[src/hw/rtl/day_number_to_date_assert.svh]
// Assertion macros used by the RTL of the day number to date converter.
`ifndef DAY_NUMBER_TO_DATE_ASSERT_SVH
`define DAY_NUMBER_TO_DATE_ASSERT_SVH

// Checked only while the block is out of reset.
`define DNTD_ASSERT(lbl, clk, rstn, prop, msg) \
    lbl: assert property (@(posedge clk) disable iff (!rstn) prop) else $error(msg);

// Checked at every clock edge, reset included.
`define DNTD_ASSERT_ALWAYS(lbl, clk, prop, msg) \
    lbl: assert property (@(posedge clk) prop) else $error(msg);

`endif

[src/hw/rtl/dntd_pkg.sv]
package dntd_pkg;

    localparam int unsigned DAY_W   = 17;
    localparam int unsigned ALU_W   = DAY_W + 1;
    localparam int unsigned LEN_W   = 9;
    localparam int unsigned YEAR_W  = 8;
    localparam int unsigned MONTH_W = 4;
    localparam int unsigned DOM_W   = 5;
    localparam int unsigned WDAY_W  = 3;

    localparam logic [DAY_W-1:0]   MAX_DAY_NUMBER = 17'd93503;
    localparam logic [YEAR_W-1:0]  LAST_YEAR      = 8'd255;
    localparam logic [MONTH_W-1:0] LAST_MONTH     = 4'd11;
    localparam logic [MONTH_W-1:0] FEBRUARY       = 4'd1;
    localparam logic [YEAR_W-1:0]  YEAR_1900      = 8'd0;
    localparam logic [YEAR_W-1:0]  YEAR_2100      = 8'd200;
    localparam logic [DAY_W-1:0]   WEEKDAY_BIAS   = 17'd5;

    typedef enum logic [1:0] {
        ST_IDLE,
        ST_YEAR,
        ST_MONTH,
        ST_FINISH
    } t_state;

    typedef enum logic {
        ALU_STEP,
        ALU_REM
    } t_alu_op;

    typedef struct packed {
        t_alu_op           op;
        logic [DAY_W-1:0]  acc;
        logic [DAY_W-1:0]  limit;
        logic [LEN_W-1:0]  len;
    } t_alu_req;

    typedef struct packed {
        logic [ALU_W-1:0] res;
        logic             over;
    } t_alu_rsp;

    // Years are offsets from 1900. Within 1900..2155 only 1900 and 2100 are
    // century years that fail the rule; 2000 keeps its leap day.
    function automatic logic is_leap(input logic [YEAR_W-1:0] yoff);
        return (yoff[1:0] == 2'b00) && (yoff != YEAR_1900) && (yoff != YEAR_2100);
    endfunction

    function automatic logic [LEN_W-1:0] year_len(input logic [YEAR_W-1:0] yoff);
        return is_leap(yoff) ? 9'd366 : 9'd365;
    endfunction

    function automatic logic [LEN_W-1:0] month_len(input logic [MONTH_W-1:0] m,
                                                   input logic leap);
        logic [DOM_W-1:0] d;
        case (m) inside
            FEBRUARY:                d = leap ? 5'd29 : 5'd28;
            4'd3, 4'd5, 4'd8, 4'd10: d = 5'd30;
            default:                 d = 5'd31;
        endcase
        return {{(LEN_W-DOM_W){1'b0}}, d};
    endfunction

    // Since 8 leaves 1 modulo 7, summing octal digits keeps the residue.
    function automatic logic [WDAY_W-1:0] mod7(input logic [ALU_W-1:0] v);
        logic [5:0] s1;
        logic [3:0] s2;
        logic [3:0] s3;
        s1 = '0;
        for (int i = 0; i < ALU_W / 3; i++) begin
            s1 = s1 + {3'b000, v[3*i +: 3]};
        end
        s2 = {1'b0, s1[5:3]} + {1'b0, s1[2:0]};
        s3 = {3'b000, s2[3]} + {1'b0, s2[2:0]};
        if (s3 >= 4'd7) begin
            s3 = s3 - 4'd7;
        end
        return s3[WDAY_W-1:0];
    endfunction

endpackage

[src/hw/rtl/dntd_if.sv]
interface dntd_in_if;
    import dntd_pkg::*;
    logic             valid;
    logic             ready;
    logic [DAY_W-1:0] day_number;

    modport source (output valid, output day_number, input ready);
    modport sink   (input valid, input day_number, output ready);
endinterface

interface dntd_out_if;
    import dntd_pkg::*;
    logic               valid;
    logic               ready;
    logic [YEAR_W-1:0]  year_offset;
    logic [MONTH_W-1:0] month_number;
    logic [DOM_W-1:0]   day_of_month;
    logic [WDAY_W-1:0]  weekday;
    logic               range_error;

    modport source (output valid, output year_offset, output month_number,
                    output day_of_month, output weekday, output range_error,
                    input ready);
    modport sink   (input valid, input year_offset, input month_number,
                    input day_of_month, input weekday, input range_error,
                    output ready);
endinterface

[src/hw/rtl/dntd_alu.sv]
module dntd_alu
    import dntd_pkg::*;
(
    input  t_alu_req i_req,
    output t_alu_rsp o_rsp
);

    logic [ALU_W-1:0] w_a;
    logic [ALU_W-1:0] w_b;
    logic [1:0]       w_cin;

    // Step mode adds a year or month length to the running total and checks
    // it against the target. Remainder mode forms limit - acc + 1.
    always_comb begin
        unique case (i_req.op)
            ALU_REM: begin
                w_a   = {1'b0, i_req.limit};
                w_b   = {1'b0, ~i_req.acc};
                w_cin = 2'd2;
            end
            default: begin
                w_a   = {1'b0, i_req.acc};
                w_b   = {{(ALU_W-LEN_W){1'b0}}, i_req.len};
                w_cin = 2'd0;
            end
        endcase
    end

    assign o_rsp.res  = w_a + w_b + {{(ALU_W-2){1'b0}}, w_cin};
    assign o_rsp.over = o_rsp.res > {1'b0, i_req.limit};

endmodule

[src/hw/rtl/day_number_to_date.sv]
// Converts a day number counted from 1900 into year offset, month, day of
// month and weekday, one word at a time. After a word is taken the block
// walks whole years from 1900 and then whole months of the found year, one
// step per cycle through a single shared adder and comparator. A word above
// 93503 skips the walk and finishes with range_error set. The finished
// result sits in an output register, so the next word is taken while the
// previous one waits there.
module day_number_to_date
    import dntd_pkg::*;
(
    input  logic              i_clk,
    input  logic              i_rst_n,
    dntd_in_if.sink           i_in,
    dntd_out_if.source        o_out
);

    t_state             r_state;
    t_state             n_state;
    logic [DAY_W-1:0]   r_n;
    logic [DAY_W-1:0]   r_acc;
    logic [YEAR_W-1:0]  r_year;
    logic [MONTH_W-1:0] r_month;
    logic [WDAY_W-1:0]  r_wday;
    logic               r_err;

    logic               r_out_valid;
    logic [YEAR_W-1:0]  r_o_year;
    logic [MONTH_W-1:0] r_o_month;
    logic [DOM_W-1:0]   r_o_day;
    logic [WDAY_W-1:0]  r_o_wday;
    logic               r_o_err;

    t_alu_req           w_req;
    t_alu_rsp           w_rsp;
    logic               w_accept;
    logic               w_bad;
    logic               w_out_load;
    logic               w_step;

    dntd_alu u_alu (
        .i_req (w_req),
        .o_rsp (w_rsp)
    );

    assign w_accept = i_in.valid && i_in.ready;
    assign w_bad    = i_in.day_number > MAX_DAY_NUMBER;

    always_comb begin
        n_state = r_state;
        unique case (r_state)
            ST_IDLE: begin
                if (i_in.valid) begin
                    n_state = w_bad ? ST_FINISH : ST_YEAR;
                end
            end
            ST_YEAR: begin
                if (w_rsp.over || (r_year == LAST_YEAR)) begin
                    n_state = ST_MONTH;
                end
            end
            ST_MONTH: begin
                if (w_rsp.over || (r_month == LAST_MONTH)) begin
                    n_state = ST_FINISH;
                end
            end
            ST_FINISH: begin
                if (!r_out_valid || o_out.ready) begin
                    n_state = ST_IDLE;
                end
            end
            default: n_state = ST_IDLE;
        endcase
    end

    always_comb begin
        i_in.ready  = 1'b0;
        w_out_load  = 1'b0;
        w_step      = 1'b0;
        w_req.op    = ALU_STEP;
        w_req.acc   = r_acc;
        w_req.limit = r_n;
        w_req.len   = year_len(r_year);
        unique case (r_state)
            ST_IDLE: begin
                i_in.ready = 1'b1;
            end
            ST_YEAR: begin
                w_step = !w_rsp.over && (r_year != LAST_YEAR);
            end
            ST_MONTH: begin
                w_req.len = month_len(r_month, is_leap(r_year));
                w_step    = !w_rsp.over && (r_month != LAST_MONTH);
            end
            ST_FINISH: begin
                w_req.op   = ALU_REM;
                w_out_load = !r_out_valid || o_out.ready;
            end
            default: ;
        endcase
    end

    always_ff @(posedge i_clk) begin
        if (!i_rst_n) begin
            r_state     <= ST_IDLE;
            r_out_valid <= 1'b0;
        end else begin
            r_state <= n_state;
            if (w_out_load) begin
                r_out_valid <= 1'b1;
            end else if (o_out.ready) begin
                r_out_valid <= 1'b0;
            end
        end
    end

    always_ff @(posedge i_clk) begin
        if (w_accept) begin
            // Day numbers 0, 1 and 2 all land on the first of January 1900.
            r_n     <= (i_in.day_number < 17'd2) ? '0 : i_in.day_number - 17'd2;
            r_acc   <= '0;
            r_year  <= '0;
            r_month <= '0;
            r_err   <= w_bad;
            r_wday  <= mod7({1'b0, i_in.day_number} + {1'b0, WEEKDAY_BIAS});
        end else if (w_step) begin
            r_acc <= w_rsp.res[DAY_W-1:0];
            if (r_state == ST_YEAR) begin
                r_year <= r_year + 8'd1;
            end else begin
                r_month <= r_month + 4'd1;
            end
        end
    end

    always_ff @(posedge i_clk) begin
        if (w_out_load) begin
            r_o_err <= r_err;
            if (r_err) begin
                r_o_year  <= '0;
                r_o_month <= '0;
                r_o_day   <= '0;
                r_o_wday  <= '0;
            end else begin
                r_o_year  <= r_year;
                r_o_month <= r_month + 4'd1;
                r_o_day   <= w_rsp.res[DOM_W-1:0];
                r_o_wday  <= r_wday;
            end
        end
    end

    assign o_out.valid        = r_out_valid;
    assign o_out.year_offset  = r_o_year;
    assign o_out.month_number = r_o_month;
    assign o_out.day_of_month = r_o_day;
    assign o_out.weekday      = r_o_wday;
    assign o_out.range_error  = r_o_err;

`include "day_number_to_date_assert.svh"

    `DNTD_ASSERT(a_acc_bound, i_clk, i_rst_n,
        ((r_state == ST_YEAR) || (r_state == ST_MONTH)) |-> (r_acc <= r_n),
        "running total passed the target day")
    `DNTD_ASSERT(a_err_zero, i_clk, i_rst_n,
        (o_out.valid && o_out.range_error) |->
            ((o_out.month_number == 4'd0) && (o_out.day_of_month == 5'd0)),
        "rejected word carries a date")
    `DNTD_ASSERT(a_date_ok, i_clk, i_rst_n,
        (o_out.valid && !o_out.range_error) |->
            ((o_out.month_number != 4'd0) && (o_out.month_number <= 4'd12)
             && (o_out.day_of_month != 5'd0) && (o_out.weekday <= 3'd6)),
        "result date out of range")
    `DNTD_ASSERT(a_accept_busy, i_clk, i_rst_n,
        w_accept |=> (r_state != ST_IDLE),
        "sequencer stayed idle after taking a word")
    `DNTD_ASSERT_ALWAYS(a_reset_clear, i_clk,
        !i_rst_n |=> !o_out.valid,
        "output valid after reset")

endmodule
[src/flat_wrapper.sv]
// flat-port wrapper written by rule: the top's interface ports become plain ports
module day_number_to_date_flat import dntd_pkg::*;
  (i_clk, i_rst_n, i_in_valid, i_in_day_number, i_in_ready, o_out_valid, o_out_year_offset, o_out_month_number, o_out_day_of_month, o_out_weekday, o_out_range_error, o_out_ready);
  dntd_in_if i_in_i ();
  dntd_out_if o_out_i ();
  input  logic i_clk;
  input  logic i_rst_n;
  input wire logic [$bits(i_in_i.valid)-1:0] i_in_valid;
  input wire logic [$bits(i_in_i.day_number)-1:0] i_in_day_number;
  output wire logic [$bits(i_in_i.ready)-1:0] i_in_ready;
  output wire logic [$bits(o_out_i.valid)-1:0] o_out_valid;
  output wire logic [$bits(o_out_i.year_offset)-1:0] o_out_year_offset;
  output wire logic [$bits(o_out_i.month_number)-1:0] o_out_month_number;
  output wire logic [$bits(o_out_i.day_of_month)-1:0] o_out_day_of_month;
  output wire logic [$bits(o_out_i.weekday)-1:0] o_out_weekday;
  output wire logic [$bits(o_out_i.range_error)-1:0] o_out_range_error;
  input wire logic [$bits(o_out_i.ready)-1:0] o_out_ready;
  assign i_in_i.valid = i_in_valid;
  assign i_in_i.day_number = i_in_day_number;
  assign i_in_ready = i_in_i.ready;
  assign o_out_valid = o_out_i.valid;
  assign o_out_year_offset = o_out_i.year_offset;
  assign o_out_month_number = o_out_i.month_number;
  assign o_out_day_of_month = o_out_i.day_of_month;
  assign o_out_weekday = o_out_i.weekday;
  assign o_out_range_error = o_out_i.range_error;
  assign o_out_i.ready = o_out_ready;
  day_number_to_date u_core (.i_clk(i_clk), .i_rst_n(i_rst_n), .i_in(i_in_i), .o_out(o_out_i));
endmodule
[config.mk]
export PLATFORM = sky130hd
export DESIGN_NAME = day_number_to_date_flat
export DESIGN_NICKNAME = d
export VERILOG_FILES = /design/src/hw/rtl/dntd_pkg.sv /design/src/hw/rtl/dntd_if.sv /design/src/hw/rtl/dntd_alu.sv /design/src/hw/rtl/day_number_to_date.sv /design/src/flat_wrapper.sv
export VERILOG_INCLUDE_DIRS = /design/src /design/src/hw/rtl
export SDC_FILE = /design/constraint.sdc
export NUM_CORES = 1
export LEC_CHECK = 0
export BUFFER_PORTS_ARGS = -buffer_cell sky130_fd_sc_hd__buf_2
export CORE_MARGIN = 2
export CORE_UTILIZATION = 34
export DETAILED_ROUTE_END_ITERATION = 10
export PLACE_DENSITY = 0.57
export SYNTH_ARGS = -nofsm -noshare
export SYNTH_HDL_FRONTEND = slang
export SYNTH_HIERARCHICAL = 1
export SYNTH_SLANG_ARGS = --single-unit
[constraint.sdc]
create_clock -name i_clk -period 10.8 [get_ports i_clk]
set_input_delay 0 -clock i_clk [delete_from_list [all_inputs] [get_ports i_clk]]
set_output_delay 0 -clock i_clk [all_outputs]
set_load 0.01 [all_outputs]
==> results of run 1 <==
stage by stage:
step,cell area [sq um],total power [W],instances,utilization,worst slack [ps]
after floorplan,5964,0.001451,663,-,5215
after global placement,6357,0.001727,902,0.3688,4681
after detailed placement,6357,0.001726,902,0.3688,4692
after CTS,6648,0.002015,920,0.3857,4659
after global routing,6648,0.002231,920,0.3857,4185
final,6648,0.001996,920,0.3857,4684
Yosys cell counts (3+ instances only):
cell type	count	share of area
ha_1	73	0.15
inv_1	60	0.038
nand2_1	60	0.038
nor2_1	53	0.033
a21oi_1	52	0.044
edfxtp_1	42	0.21
nor2b_1	33	0.035
dfxtp_1	32	0.11
xnor2_1	30	0.044
clkbuf_1	29	0.018
o21ai_0	26	0.022
xor2_1	19	0.028
mux2_2	18	0.034
a21o_1	14	0.018
fa_1	14	0.047
nand3_1	14	0.012
nor3_1	12	0.010
nand4_1	11	0.012
mux2i_1	8	0.013
and3_1	5	0.0052
o21bai_1	5	0.0063
or3_1	5	0.0052
and4_1	3	0.0044
o41ai_1	3	0.0044
or4_1	3	0.0038
cell type report:
type / count / area [sq um] / area share
clock buffers: 10 / 229.0 / 0.03444
clock inverters: 6 / 41.29 / 0.006211
inverters: 60 / 225.2 / 0.03388
multi-input cells: 497 / 3711 / 0.5583
flip-flops and latches: 74 / 1902 / 0.2861
well taps: 225 / 281.5 / 0.04235
repair buffers: 48 / 257.7 / 0.03877
worst max path at each step:
stage                                              from                       endpoint  slack, ps  cells after the start
after floorplan                      i_in_day_number[2]     u_core/r_wday[1]$_DFFE_PP_       5210                     23
final                     u_core/r_year[3]$_SDFFE_PP0P_  u_core/r_year[6]$_SDFFE_PP0P_       4680                     28
after global placement    u_core/r_year[3]$_SDFFE_PP0P_  u_core/r_year[6]$_SDFFE_PP0P_       4680                     28
after global routing      u_core/r_year[3]$_SDFFE_PP0P_  u_core/r_year[6]$_SDFFE_PP0P_       4190                     28
after detailed placement  u_core/r_year[3]$_SDFFE_PP0P_  u_core/r_year[6]$_SDFFE_PP0P_       4690                     28
after CTS                 u_core/r_year[3]$_SDFFE_PP0P_  u_core/r_year[6]$_SDFFE_PP0P_       4660                     28
flip-flops by register name, indices dropped and copies added, names as in the netlist, 2 cells and up:
register / cells
u_core/r_year: 8
u_core/r_n: 17
u_core/r_acc: 17
u_core/o_out.day_of_month: 5
u_core/o_out.month_number: 4
u_core/r_month: 4
u_core/r_state: 2
u_core/o_out.year_offset: 8
u_core/o_out.weekday: 3
u_core/r_wday: 3
report_power, final:
group,switching [W],internal [W],leakage [nW],total [W]
Combinational,0.000718,0.000551,2.12,0.00127
Sequential,0.0000429,0.000409,0.651,0.000452
Clock,0.000118,0.000156,0.127,0.000274
Total,0.000880,0.00112,2.90,0.00200
routing by layer:
| layer | global-route usage | vias up | share of wire |
|---|---|---|---|
| met3 | 0.02237 | 10 | 0.025 |
| met5 | 0 | - | 0 |
| met1 | 0.2024 | 2034 | 0.51 |
| met2 | 0.2169 | 54 | 0.45 |
| met4 | 0.03009 | 0 | 0.0080 |
| li1 | - | 2342 | - |
cells by family (layout without fill, tap and decap cells):
group	Yosys count	count (layout)	share of synthesized area
AO/OA/AOI/OAI	121	121	0.1259
XOR/XNOR	49	49	0.07200
adder cells (fa/ha/maj)	87	87	0.2003
buffers and inverters	92	124	0.05961
flip-flops	74	74	0.3191
multiplexers	26	26	0.04744
other	2	3	0.001260
AND/OR/NAND/NOR	211	211	0.1744
critical path: cells and delay by family (launching register included):
family	cells	cell delay, ps
AOI/OAI and AO/OA	11	2850
xor gates and xnor gates	2	380
adders and majority gates	4	1030
buffers and inverters	2	120
DFF	1	430
muxes	1	60
and+or+nand+nor	8	1090
==> results.txt, run 1 <==
core outline area -> 17240 sq um
WS Path Type -> reg2reg
CP max FO -> 21
highest clock rate -> 163.5 MHz
routed via count -> 4440
CP max stage cell -> o311a_1
Filler cells -> 1729
Setup TNS -> 0 ps
Vias/cell -> 4.826
setup violators final -> 0
Worst-path clk slew -> 60 ps
Arr. time, crit path -> 6290 ps
Hold Startpoint -> i_in_day_number[1]
worst-skew pair later-pin latency -> 330 ps
antenna cells -> 0
Clock Path Buffers -> 2
initial antenna violation count -> 0
drt drc -> 0
reg2reg path depth -> 28
WL/cell -> 13.17 um
Post-Syn Area -> 5961 sq um
CP Capture Type -> flip-flop
IO Port Bufs -> 43
leakage power -> 2.900 nW
Pwr per Cell Area -> 300.3 nW/um^2
Critical Path Start Type -> flip-flop
die span in y -> 136.4 um
DIE AREA -> 18610 sq um
# hold bufs at CTS -> 2
RSZ-0062 raised after global routing -> false
Setup Skew -> 5.966 ps
Synth async-reset ratio -> 0
most common cell after layout, fill and taps aside -> ha_1
register bit total from synthesis -> 74
max-slew violations -> 0
GRT Resource Usage Total -> 0.1392
Ys Warns -> 6
Iter 0 DRT Violations -> 186
Tcrit/Tclk final -> 0.5663
worst hold path depth -> 2
dpl hpwl -> 9219 um
final layout net count -> 798
Worst Max-Slew Pin Slew -> 1077 ps
gpl congestion -> 0.8156
Maximum Capacitance Violations -> 0
CTS tree -> built
Fin. Hold Viols -> 0
first-pass GRT wire length -> 20870 um
VDD IR max -> 0.2639 mV
mean area per synthesized cell -> 9.004 sq um
minimum clock period -> 6116 ps
vias in the first global route -> 4217
Synth cell types -> 53
Worst path max stage delay -> 770 ps
Mapped Cells -> 662
FF-to-FF Start -> u_core/r_year[3]$_SDFFE_PP0P_
worst hold path class -> in2reg
WHS -> 38.75 ps
Layout area overhead -> 11.52%
postcts setup bufs -> 0
critical path required time -> 10980 ps
Num CTS Buffers -> 9
top-level port count -> 44
Die Width -> 136.4 um
Antenna Nets Post-Route -> 0
GRT overflow -> 0
H-tree levels -> 3
commonest non-fill, non-tap cells in the layout -> 73 x ha_1, 60 x inv_1, 60 x nand2_1, 53 x nor2_1, 52 x a21oi_1
fraction of layout cells with a size suffix above 1 -> 0.1252
prevailing post-synth register cell -> edfxtp_1
CTS Root Cell -> clkbuf_16
reg-to-reg slack, setup -> 4680 ps
WL final -> 12120 um
relative slew slack -> 0.2810
clock sink count -> 74
First-pass DRT Iterations -> 4
outcome -> finished clean
sequential-to-total area share from yosys stat -> 0.3191
cts repair resizes -> 0
hold endpoint -> u_core/r_n[1]$_SDFFCE_PN0P_
largest net degree at the start of global routing -> 51
Cell Rows -> 48
RR Endpoint -> u_core/r_year[6]$_SDFFE_PP0P_
Initial Util -> 0.3458
Post-synth EDFFs -> 42
No activity file was read; power rests on OpenSTA's default activity.
==> inputs of run 2 (changes only) <==
==> constraint.sdc (replaced) <==
create_clock -name i_clk -period 6.39 [get_ports i_clk]
set_input_delay 0 -clock i_clk [delete_from_list [all_inputs] [get_ports i_clk]]
set_output_delay 0 -clock i_clk [all_outputs]
set_load 0.01 [all_outputs]
==> run 2 against run 1 <==
Against the previous run: clock skew up 5.0 ps; hold slack gained 35 ps; first-iteration DRC count increased by 35%; utilization rose by 0.52 points; die area stayed put; sequential power rose by 69%; combinational power increased by 72%; via count grew 1.6%; clock-buffer cell count stayed put; design area up 1.3%; total power rose by 77%; critical path depth is 1 higher; largest cell class unchanged.
==> results.txt, run 2 (same netlist as run 1, synthesis figures left out) <==
outcome -> finished clean (unchanged)
H-tree levels -> 3 (unchanged)
Num CTS Buffers -> 9 (unchanged)
Clock Path Buffers -> 2 (unchanged)
RSZ-0062 raised after global routing -> false (unchanged)
fraction of layout cells with a size suffix above 1 -> 0.1318 (was 0.1252)
met3 WL -> 467 um (was 299 um)
CP top delay family -> compound AO/OA/AOI/OAI gates (unchanged)
reg-to-reg slack, setup -> 760 ps (was 4680 ps)
Regs by FF count -> u_core/r_acc: 17 flops, u_core/r_n: 17 flops (unchanged)
DIE AREA -> 18610 sq um (unchanged)
Design Area, Final -> 6736 sq um (was 6648 sq um)
# hold bufs at CTS -> 2 (unchanged)
Initial Util -> 0.3458 (unchanged)
reg2reg path depth -> 29 (was 28)
Worst-path clk slew -> 60 ps (about the same)
VDD IR max -> 0.3259 mV (was 0.2639 mV)
Setup TNS -> 0 ps (unchanged)
Vias/cell -> 4.888 (was 4.826)
dpl hpwl -> 9575 um (was 9219 um)
antenna cells -> 0 (unchanged)
M1 WL -> 6393 um (was 6221 um)
routed via count -> 4512 (was 4440)
Setup Skew -> 10.97 ps (was 5.966 ps)
fin util -> 0.3908 (was 0.3857)
Filler cells -> 1717 (was 1729)
drt drc -> 0 (unchanged)
Worst path max stage delay -> 440 ps (was 770 ps)
WS Path Type -> reg2reg (unchanged)
critical path required time -> 6650 ps (was 10980 ps)
largest net degree at the start of global routing -> 51 (unchanged)
GRT Resource Usage Total -> 0.1444 (was 0.1392)
leakage power -> 2.956 nW (was 2.900 nW)
CP max stage cell -> fa_1 (was o311a_1)
Maximum Capacitance Violations -> 0 (unchanged)
First-pass DRT Iterations -> 8 (was 4)
setup violators final -> 0 (unchanged)
GRT overflow -> 0 (unchanged)
met2 wire len -> 5689 um (was 5496 um)
clock sink count -> 74 (unchanged)
Iter 0 DRT Violations -> 252 (was 186)
dpl cells -> 905 (was 902)
max-slew violations -> 0 (unchanged)
worst hold path depth -> 2 (unchanged)
worst-skew pair later-pin latency -> 340 ps (was 330 ps)
vias in the first global route -> 4296 (was 4217)
DR top layer -> met4 (unchanged)
most common cell after layout, fill and taps aside -> ha_1 (unchanged)
FF-to-FF Start -> u_core/r_month[0]$_SDFFE_PP0P_ (was u_core/r_year[3]$_SDFFE_PP0P_)
Cell Rows -> 48 (unchanged)
CP max FO -> 17 (was 21)
Setup crit start -> u_core/r_month[0]$_SDFFE_PP0P_ (was u_core/r_year[3]$_SDFFE_PP0P_)
sequential cell area -> 1902 sq um (unchanged)
commonest non-fill, non-tap cells in the layout -> 73 x ha_1, 60 x inv_1, 60 x nand2_1, 53 x nor2_1, 52 x a21oi_1 (unchanged)
CP Capture Type -> flip-flop (unchanged)
gpl congestion -> 0.8669 (was 0.8156)
Die Width -> 136.4 um (unchanged)
RR Endpoint -> u_core/r_acc[2]$_SDFFE_PP0P_ (was u_core/r_year[6]$_SDFFE_PP0P_)
Fin. Hold Viols -> 0 (unchanged)
Critical Path Start Type -> flip-flop (unchanged)
Worst Max-Slew Pin Slew -> 1104 ps (was 1077 ps)
postcts setup bufs -> 0 (unchanged)
CTS tree -> built (unchanged)
final cell count without fillers -> 923 (was 920)
Arr. time, crit path -> 5890 ps (was 6290 ps)
placed cell area -> 6380 sq um (was 6357 sq um)
WL/cell -> 13.82 um (was 13.17 um)
worst hold path class -> in2reg (unchanged)
die span in y -> 136.4 um (unchanged)
cts repair resizes -> 0 (unchanged)
worst path bufs/invs -> 2 (unchanged)
Multi-input gate area -> 3711 sq um (unchanged)
highest clock rate -> 177.5 MHz (was 163.5 MHz)
Tcrit/Tclk final -> 0.8818 (was 0.5663)
Antenna Nets Post-Route -> 0 (unchanged)
final layout net count -> 801 (was 798)
IO Port Bufs -> 43 (unchanged)
Most Frequent Cell on Critical Path -> a21oi_1
hold endpoint -> u_core/r_n[1]$_SDFFCE_PN0P_ (unchanged)
Hold Startpoint -> i_in_day_number[1] (unchanged)
CTS Root Cell -> clkbuf_16 (unchanged)
Layout area overhead -> 13.01% (was 11.52%)
minimum clock period -> 5635 ps (was 6116 ps)
core outline area -> 17240 sq um (unchanged)
top-level port count -> 44 (unchanged)
WL final -> 12750 um (was 12120 um)
total power -> 0.003531 W (was 0.001996 W)
initial antenna violation count -> 0 (unchanged)
first-pass GRT wire length -> 21340 um (was 20870 um)
relative slew slack -> 0.2638 (was 0.2810)
Pwr per Cell Area -> 524.1 nW/um^2 (was 300.3 nW/um^2)
## run 2: worst max-delay path by stage
stage / end / depth (start not counted) / slack (ps)
after floorplan: u_core/r_wday[1]$_DFFE_PP_ / 23 / 800
final: u_core/r_acc[2]$_SDFFE_PP0P_ / 29 / 760
after CTS: u_core/r_acc[9]$_SDFFE_PP0P_ / 23 / 740
after global placement: u_core/r_wday[1]$_DFFE_PP_ / 24 / 420
after global routing: u_core/r_acc[9]$_SDFFE_PP0P_ / 31 / 120
after detailed placement: u_core/r_wday[1]$_DFFE_PP_ / 24 / 380
## run 2: worst reg2reg max path: cells and delay by family, from the launching register on
family	cells	cell delay (ps)
DFF	1	370
xor gates and xnor gates	1	190
adders and majority gates	5	1350
and+or+nand+nor	6	820
buffers and inverters	2	370
AOI/OAI and AO/OA	15	2470
## run 2: routing by layer
| layer | global-route usage | vias to the layer above |
|---|---|---|
| met3 | 0.02535 | 15 |
| met4 | 0.04340 | 0 |
| met2 | 0.2194 | 91 |
| met5 | 0 | - |
| li1 | - | 2346 |
| met1 | 0.2083 | 2060 |
## run 2: power by group
group	total (W)	switching [W]	internal (W)
Combinational	0.00219	0.00124	0.000949
Sequential	0.000766	0.0000744	0.000692
Clock	0.000573	0.000215	0.000358
Total	0.00353	0.00153	0.00200
## run 2: final cells by class
| type | instances | area share |
|---|---|---|
| well taps | 225 | 0.04179 |
| flip-flops and latches | 74 | 0.2823 |
| inverters | 60 | 0.03343 |
| clock inverters | 6 | 0.01449 |
| multi-input cells | 497 | 0.5509 |
| clock buffers | 10 | 0.03548 |
| repair buffers | 51 | 0.04160 |
## run 2: stage by stage
stage | setup WS (ps) | hold WS [ps]
finish | 755.0 | 74.02
global route | 124.1 | 85.55
CTS | 736.2 | 63.80
detailed placement | 380.4 | 321.6
global placement | 424.4 | 314.3
floorplan | 804.6 | 135.6
